==> src/rtl/ffr_pkg.sv <==
package ffr_pkg;

   localparam int TAPS      = 8;
   localparam int TAP_W     = 3;
   localparam int SAMPLE_W  = 16;
   localparam int COEF_W    = 16;
   localparam int PROD_W    = SAMPLE_W + COEF_W;
   localparam int ACC_W     = 35;
   localparam int NUM_COEFS = 8;
   localparam int CSR_IDX_W = 4;

   typedef struct packed {
      logic start;     // write sample into ring, clear accumulator, latch indexes
      logic mul;       // multiply one tap and step the indexes
      logic out_load;  // move the sum into the result register
   } ffr_cmd_type;

   typedef struct packed {
      logic last_tap;  // the tap being multiplied is the last one
   } ffr_status_type;

endpackage

==> src/rtl/ffr_datapath.sv <==
module ffr_datapath (
   input  logic                                   clock,
   input  logic                                   reset,
   input  ffr_pkg::ffr_cmd_type                   cmd,
   output ffr_pkg::ffr_status_type                status,
   input  logic signed [ffr_pkg::SAMPLE_W-1:0]    req_sample,
   input  logic                                   csr_write_en,
   input  logic        [ffr_pkg::CSR_IDX_W-1:0]   csr_index,
   input  logic signed [ffr_pkg::COEF_W-1:0]      csr_data,
   output logic signed [ffr_pkg::ACC_W-1:0]       rsp_filtered
);

   logic signed [ffr_pkg::SAMPLE_W-1:0] ring_ff [ffr_pkg::TAPS];
   logic signed [ffr_pkg::COEF_W-1:0]   coef_ff [ffr_pkg::NUM_COEFS];
   logic        [ffr_pkg::TAP_W-1:0]    wp_ff, wp_in;
   logic        [ffr_pkg::TAP_W-1:0]    tap_ff, tap_in;
   logic        [ffr_pkg::TAP_W-1:0]    cidx_ff, cidx_in;
   logic signed [ffr_pkg::PROD_W-1:0]   prod_ff, prod_in;
   logic                                prod_valid_ff, prod_valid_in;
   logic signed [ffr_pkg::ACC_W-1:0]    acc_ff, acc_in;
   logic signed [ffr_pkg::ACC_W-1:0]    out_ff, out_in;

   localparam logic [ffr_pkg::TAP_W-1:0] LAST = ffr_pkg::TAP_W'(ffr_pkg::TAPS - 1);

   assign status.last_tap = (tap_ff == LAST);
   assign rsp_filtered    = out_ff;

   always_comb begin
      wp_in         = wp_ff;
      tap_in        = tap_ff;
      cidx_in       = cidx_ff;
      prod_in       = prod_ff;
      prod_valid_in = 1'b0;
      acc_in        = acc_ff;
      out_in        = out_ff;
      if (prod_valid_ff) begin
         acc_in = acc_ff + {{(ffr_pkg::ACC_W - ffr_pkg::PROD_W){prod_ff[ffr_pkg::PROD_W-1]}},
                            prod_ff};
      end
      if (cmd.start) begin
         wp_in   = (wp_ff == LAST) ? '0 : wp_ff + 1'b1;
         tap_in  = '0;
         // oldest slot sits right after the one just written
         cidx_in = LAST - wp_ff;
         acc_in  = '0;
      end
      if (cmd.mul) begin
         prod_in       = ffr_pkg::PROD_W'(coef_ff[cidx_ff]) *
                         ffr_pkg::PROD_W'(ring_ff[tap_ff]);
         prod_valid_in = 1'b1;
         tap_in        = tap_ff + 1'b1;
         cidx_in       = (cidx_ff == LAST) ? '0 : cidx_ff + 1'b1;
      end
      if (cmd.out_load) begin
         out_in = acc_ff;
      end
   end

   always_ff @(posedge clock) begin
      if (reset) begin
         for (int i = 0; i < ffr_pkg::TAPS; i++) begin
            ring_ff[i] <= '0;
         end
         for (int i = 0; i < ffr_pkg::NUM_COEFS; i++) begin
            coef_ff[i] <= '0;
         end
         wp_ff         <= '0;
         prod_valid_ff <= 1'b0;
      end else begin
         if (cmd.start) begin
            ring_ff[wp_ff] <= req_sample;
         end
         // drop writes beyond the coefficient bank
         if (csr_write_en && (csr_index < ffr_pkg::CSR_IDX_W'(ffr_pkg::NUM_COEFS))) begin
            coef_ff[csr_index[ffr_pkg::TAP_W-1:0]] <= csr_data;
         end
         wp_ff         <= wp_in;
         prod_valid_ff <= prod_valid_in;
      end
      tap_ff  <= tap_in;
      cidx_ff <= cidx_in;
      prod_ff <= prod_in;
      acc_ff  <= acc_in;
      out_ff  <= out_in;
   end

endmodule

==> src/rtl/ffr_ctrl.sv <==
module ffr_ctrl (
   input  logic                    clock,
   input  logic                    reset,
   input  logic                    req_valid,
   output logic                    req_stall,
   output logic                    rsp_valid,
   input  logic                    rsp_stall,
   output ffr_pkg::ffr_cmd_type    cmd,
   input  ffr_pkg::ffr_status_type status
);

   typedef enum logic [1:0] {
      IDLE,
      MAC,
      DRAIN,
      DONE
   } state_type;

   state_type state_ff, state_in;
   logic      rsp_valid_ff, rsp_valid_in;
   logic      out_free;

   assign req_stall = (state_ff != IDLE);
   assign rsp_valid = rsp_valid_ff;
   assign out_free  = !rsp_valid_ff || !rsp_stall;

   always_comb begin
      state_in     = state_ff;
      rsp_valid_in = rsp_valid_ff && rsp_stall;
      cmd          = '0;
      unique case (state_ff)
         IDLE: begin
            if (req_valid) begin
               cmd.start = 1'b1;
               state_in  = MAC;
            end
         end
         MAC: begin
            cmd.mul = 1'b1;
            if (status.last_tap) begin
               state_in = DRAIN;
            end
         end
         DRAIN: begin
            state_in = DONE;
         end
         DONE: begin
            // hold the sum until the result register frees up
            if (out_free) begin
               cmd.out_load = 1'b1;
               rsp_valid_in = 1'b1;
               state_in     = IDLE;
            end
         end
         default: begin
            state_in = IDLE;
         end
      endcase
   end

   always_ff @(posedge clock) begin
      if (reset) begin
         state_ff     <= IDLE;
         rsp_valid_ff <= 1'b0;
      end else begin
         state_ff     <= state_in;
         rsp_valid_ff <= rsp_valid_in;
      end
   end

   a_load_when_free: assert property (@(posedge clock) disable iff (reset)
      cmd.out_load |-> out_free)
      else $error("result word overwritten while still stalled");

   a_accept_starts_mac: assert property (@(posedge clock) disable iff (reset)
      (req_valid && !req_stall) |=> (state_ff == MAC))
      else $error("accepted word did not start the tap sequence");

   a_drain_after_last: assert property (@(posedge clock) disable iff (reset)
      (state_ff == DRAIN) |-> $past(status.last_tap))
      else $error("drain entered before the last tap");

   a_load_sets_valid: assert property (@(posedge clock) disable iff (reset)
      cmd.out_load |=> rsp_valid_ff)
      else $error("loaded result not presented");

endmodule

==> src/rtl/fir_filter_ring_core.sv <==
// Eight-tap FIR filter over a ring of the last eight samples. Each accepted
// sample overwrites the oldest slot; coefficient 7 weights the newest sample
// and coefficient 0 the oldest. The result is the exact 35-bit Q.30 sum of
// products. Samples are taken one at a time: one shared 16x16 multiplier
// steps through the eight taps one per cycle, the drain state adds the last
// product and the done state loads the result register. A result held by
// rsp_stall does not block the next sample. The user must write coefficients
// through the csr port only while the filter is idle; the block does not
// enforce it. Reset clears the ring, the write pointer and all coefficients.
module fir_filter_ring_core (
   input  logic                                   clock,
   input  logic                                   reset,
   input  logic                                   req_valid,
   output logic                                   req_stall,
   input  logic signed [ffr_pkg::SAMPLE_W-1:0]    req_sample,
   output logic                                   rsp_valid,
   input  logic                                   rsp_stall,
   output logic signed [ffr_pkg::ACC_W-1:0]       rsp_filtered,
   input  logic                                   csr_write_en,
   input  logic        [ffr_pkg::CSR_IDX_W-1:0]   csr_index,
   input  logic signed [ffr_pkg::COEF_W-1:0]      csr_data
);

   ffr_pkg::ffr_cmd_type    cmd;
   ffr_pkg::ffr_status_type status;

   ffr_ctrl u_ctrl (
      .clock     (clock),
      .reset     (reset),
      .req_valid (req_valid),
      .req_stall (req_stall),
      .rsp_valid (rsp_valid),
      .rsp_stall (rsp_stall),
      .cmd       (cmd),
      .status    (status)
   );

   ffr_datapath u_datapath (
      .clock        (clock),
      .reset        (reset),
      .cmd          (cmd),
      .status       (status),
      .req_sample   (req_sample),
      .csr_write_en (csr_write_en),
      .csr_index    (csr_index),
      .csr_data     (csr_data),
      .rsp_filtered (rsp_filtered)
   );

endmodule

==> config.mk <==
export PLATFORM = sky130hd
export DESIGN_NAME = fir_filter_ring_core
export DESIGN_NICKNAME = d
export VERILOG_FILES = /design/src/rtl/ffr_pkg.sv /design/src/rtl/ffr_datapath.sv /design/src/rtl/ffr_ctrl.sv /design/src/rtl/fir_filter_ring_core.sv
export SDC_FILE = /design/constraint.sdc
export NUM_CORES = 1
export LEC_CHECK = 0
export ABC_AREA = 1
export BUFFER_PORTS_ARGS = -buffer_cell sky130_fd_sc_hd__buf_2
export CAP_MARGIN = 20
export CORE_MARGIN = 2
export CORE_UTILIZATION = 43
export CTS_CLUSTER_DIAMETER = 30
export DETAILED_ROUTE_END_ITERATION = 12
export GPL_ROUTABILITY_DRIVEN = 0
export PLACE_DENSITY = 0.61
export SYNTH_ARGS = -nofsm -noshare
export SYNTH_HDL_FRONTEND = slang
export SYNTH_SLANG_ARGS = --single-unit
export TNS_END_PERCENT = 100
==> constraint.sdc <==
create_clock -name clock -period 5.85 [get_ports clock]
set_clock_uncertainty 0.05 [all_clocks]
set_input_delay 0.585 -clock clock [delete_from_list [all_inputs] [get_ports clock]]
set_output_delay 0.585 -clock clock [all_outputs]
set_load 0.05 [all_outputs]
Word-level counts from Yosys, hierarchy flattened
Memories as Yosys holds them, arrays and structs flattened. A register that Yosys moved wholly into a read port is not among the register bits.
Index checks and enable logic that the tools add are counted.
{ "totals": {"reg_bits": 115, "ram_bits": 256, "input_bits": 41, "output_inout_bits": 37, "elab_cells": 72, "memories": 2} }
{ "memory_table": {"columns": ["memory", "words", "width", "read_ports", "rd_clocked_by_memory_dff", "write_ports", "line", "rtl"], "rows": [
  ["u_datapath.coef_ff", 8, 16, 1, 1, 8, "ffr_datapath.sv:14", "logic signed [ffr_pkg::COEF_W-1:0] coef_ff [ffr_pkg::NUM_COEFS];"],
  ["u_datapath.ring_ff", 8, 16, 1, 1, 8, "ffr_datapath.sv:13", "logic signed [ffr_pkg::SAMPLE_W-1:0] ring_ff [ffr_pkg::TAPS];"]
]} }
{ "op_classes": {"n_addsub": 5, "multipliers": 1, "order_cmp": 1, "n_eq_ne": 9, "n_mux": 34, "n_reduce_logical": 11} }
{ "op_table": {"columns": ["cell", "n"], "rows": [
  ["35-bit adder", 1],
  ["16-bit by 16-bit multiplier with 32-bit output", 1],
  ["16-bit two-way mux", 2],
  ["16-bit OR reduction", 2],
  ["3-bit two-way mux", 10],
  ["1-bit two-way mux", 18],
  ["3-bit by 1-bit adder with 3-bit output, second input constant", 3],
  ["3-bit == test, second input constant", 3],
  ["2-bit case mux with 4 select lines", 1],
  ["2-bit two-way mux", 3],
  ["2-bit == test, second input constant", 2],
  ["4-bit less-than comparator, second input constant", 1],
  ["2-bit != test, second input constant", 2],
  ["2-bit nonzero test", 2],
  ["3-bit AND reduction", 1],
  ["3-bit subtractor, first input constant", 1],
  ["2-bit by 1-bit == test with 1-bit output, second input constant", 1],
  ["1-bit logical AND", 2],
  ["1-bit zero test", 2],
  ["2-bit zero test", 1],
  ["2-bit by 1-bit != test with 1-bit output, second input constant", 1],
  ["1-bit logical OR", 1]
]} }

Logic depth before layout (Yosys ltp)
{ "depth": {"ltp_word": 7, "ltp_mapped": 37, "ltp_nobuf": 34} }

Hierarchy
From an unflattened synthesis, not the netlist that was laid out.
{ "unflattened": {"cells_unflattened": 3069, "hier_area_um2": 27811.7} }
{ "modules_own_cells": {"columns": ["mod", "instances", "cells_per_inst", "area_each_um2", "seq_area_each_um2"], "rows": [
  ["ffr_datapath", 1, 3036, 27580.2, 10780.3],
  ["ffr_ctrl", 1, 33, 231.5, 60.1]
]} }

Worst setup path after synthesis
OpenSTA, ideal clock, no wires.
{ "synth_path": {"kind": "reg2reg", "from": "reg with a tool-made name", "to": "reg u_datapath.prod_ff[29] (netlist bit) (data pin)", "setup_ns": 0.252, "t_arrival_ns": 6.176, "required_time_ns": 5.548, "setup_slack_ns": -0.628, "stages_incl_launch_ff": 30, "n_path_buf": 2, "period_less_slack_ns": 6.478, "path_cell_list": "dfxtp_1 -> buf_6 -> buf_6 -> nor2_2 -> o32ai_2 -> inv_2 -> o21ai_4 -> inv_4 -> nor2_4 -> inv_2 -> fa_1 -> inv_1 -> fa_1 -> fa_1 -> fa_1 -> fa_1 -> inv_1 -> fa_1 -> inv_1 -> ha_1 -> nand2_1 -> nor2_1 -> and3_1 -> nand4_1 -> nand3_1 -> nand2_1 -> nand2_1 -> nand2_1 -> nand3_1 -> nand2_1"} }
{ "synth_rtl": {"columns": ["item", "line", "rtl"], "rows": [
  ["end signal: assignment", "ffr_datapath.sv:82", "prod_ff <= prod_in;"],
  ["end: declaration", "ffr_datapath.sv:18", "logic signed [ffr_pkg::PROD_W-1:0] prod_ff, prod_in;"]
]} }

==> metrics.cfg <==
[final_layout]
antennaDiodeCount = 0
final_layout_size_suffix_gt1_share_pct = 23.4
fillers = 5556
area_delta_synth_final_pct = 29.0
num-nets-final = 3874

[global_routing]
top_usage_layer = met2
overflow = 0
use_met3_pct = 3.99
grt_max_degree = 54
grt_usage_pct = 23.4
grt_util_met2_pct = 40.8
grt_pass1_vias = 23564
gr-usage-met1_pct = 28.4
antenna_found_initial = 0
grt_pass1_wl_um = 123000

[clock_network]
clock_latency_ns = 0.64
cts_made_buffers = 82
clk_pin_slew_ns = 0.05
clock_sinks = 377
cts_hold_buf = 0
cts_root_buf = clkbuf_16
cts_tree = yes
ctsHtreeMaxLevel = 3
cts_max_path_buffers = 3

[drt]
drt-vias-per-instance = 5.07
wl_um = 76200
first_pass_iters = 5
drc_errors = 0
wire_per_inst_um = 17.5
num_vias = 22157
final_antenna_net_count = 0
drt_iter0_drc = 1654

[min_path]
min_path_type = in -> reg
hold_end = u_ctrl.rsp_valid$_SDFF_PP0_
hold_path_depth = 2
min-delay-start = reset

[setup_path]
critPathKind = reg -> reg
arrival_ns = 6.71
cp_slowest_stage_delay_ns = 0.54
r2r_setup_slack_ns = -0.55
worstPathMaxFanout = 8
critical_path_required_ns = 6.15
crit_slowest_cell = fa_1
cp-end-kind = register
cp-start-kind = register
r2r_cells = 28
cpMostUsedCell = fa_1
reg2reg_to = u_datapath.prod_ff[21]$_DFFE_PP_

[placed_design]
io_buffers = 77
hpwl_um = 56000
dpl_worst_slack_ns = -0.788

[run_status]
outcome = finished, violations left
failed_checks = setup timing

[synth]
yosysUniqueCellTypes = 45
ys_seq_area_share_pct = 39.1
ys_warn_count = 0
ys_seq_elements = 377
synthTopCellsByArea = edfxtp_1 36%, fa_1 19%, nor2_1 10%
syn_inst = 3033
synth_area_leader_cell = edfxtp_1
synth-edff-count = 329
async_reset_ff_share_pct = 0
synth_area_per_cell_um2 = 9.14
synthesis.nets = 3464
synth_top_flop_cell = edfxtp_1
synth_top_area_share_pct = 35.6
syn_area_um2 = 27700

[sta]
layout_worst_path_cycle_share_pct = 109
setup_viol = 22
worstMarginPinSlew_ns = 1.08
setup_ws_ns = -0.554
hold_viol_final = 0
timing.max_slew.rel_slack_pct = 27.8
finalCriticalPeriod_ns = 6.40
fmax_mhz = 156
rsz0062_at_grt = yes
setup-tns-final_ns = -8.43
slew_violations = 0

[die]
fp.dieW_um = 258
coreArea_um2 = 64100
ios = 78
die_y_um = 258
rows = 93
die-area_um2 = 66500
start_util_pct = 43.2

[flow_run]
cap_violations = 0

## cell usage in the layout, fill, tap and decap left out, drive strengths merged, types with 55 or more instances in the layout
master	n
nand3	55
clkbuf	89
inv	527
a21oi	80
o32ai	64
o21ai	166
buf	419
fa	263
nand2	414
edfxtp	329
nor2	752
ha	127
## critical path, delay by kind of cell, from the launching register on
kind	cells	cell delay [ns]
adder cells (fa/ha/maj)	7	3.16
buffers and inverters	12	1.38
AND/OR/NAND/NOR	6	0.77
flip-flops	1	0.41
AO/OA/AOI/OAI	2	0.27
XOR/XNOR	1	0.06
## cell families (layout without fill, tap and decap cells)
kind of cell	Yosys count	after routing	synth area share, %
AOI/OAI and AO/OA	338	338	7.85
xor gates and xnor gates	52	52	1.64
adders and majority gates	390	390	24.7
buffers and inverters	618	1096	8.84
DFF	377	377	39.1
muxes	3	3	0.122
and+or+nand+nor	1255	1255	17.7
## stage by stage
step	utilization, %	instances	cell area (um2)	hold slack (ns)
floorplan	-	3033	27900	0.381
finish	55.8	4366	35800	0.161
CTS	55.3	4352	35400	0.136
global placement	48.8	4157	31300	0.404
global route	55.8	4366	35800	0.152
detailed placement	48.8	4158	31300	0.408
## repair_timing
action	4_1_cts	5_1_grt
cloned	3	0
endpoints found under the setup margin	23	25
buffers inserted	42	13
resized for setup	220	51
pin swaps	39	12
## cell usage after synthesis (2+ instances only)
library cell,n
fa_1,263
a31oi_1,6
inv_2,28
nor3_1,12
o21ai_1,8
nand3_1,55
a211oi_1,2
buf_4,8
clkbuf_1,39
ha_1,127
o32ai_1,63
edfxtp_1,329
o21ai_4,11
nor4_1,3
mux2_2,3
buf_2,33
o21bai_1,11
xnor2_1,18
o21ai_2,13
buf_1,7
nand3b_1,2
buf_6,7
nand2_1,414
a21o_1,3
dfxtp_1,48
or2_2,3
o21ai_0,134
o221ai_1,2
inv_1,493
xor2_1,34
nor2_4,8
nor2_1,743
a21oi_1,80
nand4_1,12
## how the worst max path moves through the flow
stage / start / endpoint / cells past startpoint / slack, ns
floorplan: register / u_datapath.prod_ff[31]$_DFFE_PP_ / 27 / -0.31
global placement: register / u_datapath.prod_ff[30]$_DFFE_PP_ / 29 / -0.71
detailed placement: register / u_datapath.prod_ff[30]$_DFFE_PP_ / 28 / -0.79
CTS: register / u_datapath.prod_ff[27]$_DFFE_PP_ / 32 / -0.49
global route: register / u_datapath.prod_ff[29]$_DFFE_PP_ / 31 / -0.81
finish: register / u_datapath.prod_ff[21]$_DFFE_PP_ / 28 / -0.55
## layout make-up
class                           count  area [um2]  area share (%)
Clock buffer                       89        2100            5.87
Inverter                          524        2020            5.64
Clock inverter                     63         744            2.08
Timing Repair Buffer              420        3550            9.91
Tap cell                          855        1070            2.99
Sequential cell                   377       10900            30.3
Multi-Input combinational cell   2038       15400            43.2
## flip-flops by register name, indices dropped and copies added, names as in the netlist, named ones only
name                      count
u_ctrl.rsp_valid              1
u_ctrl.state_ff               2
u_datapath.acc_ff            35
u_datapath.cidx_ff            3
u_datapath.coef_ff          128
u_datapath.prod_ff           32
u_datapath.prod_valid_ff      1
u_datapath.ring_ff          128
u_datapath.rsp_filtered      35
u_datapath.tap_ff             3
u_datapath.wp_ff              3
## per-layer routing
metal	wire length (um)	vias to the layer above	share of wire [%]
met3	4500	186	5.9
li1	-	10491	-
met4	3130	0	4.1
met1	31000	10768	41
met5	0	-	0
met2	37600	712	49
Power is left out: the tool's default activity adds up to more than one toggle a clock period on the data nets, which glitch-free logic cannot reach.
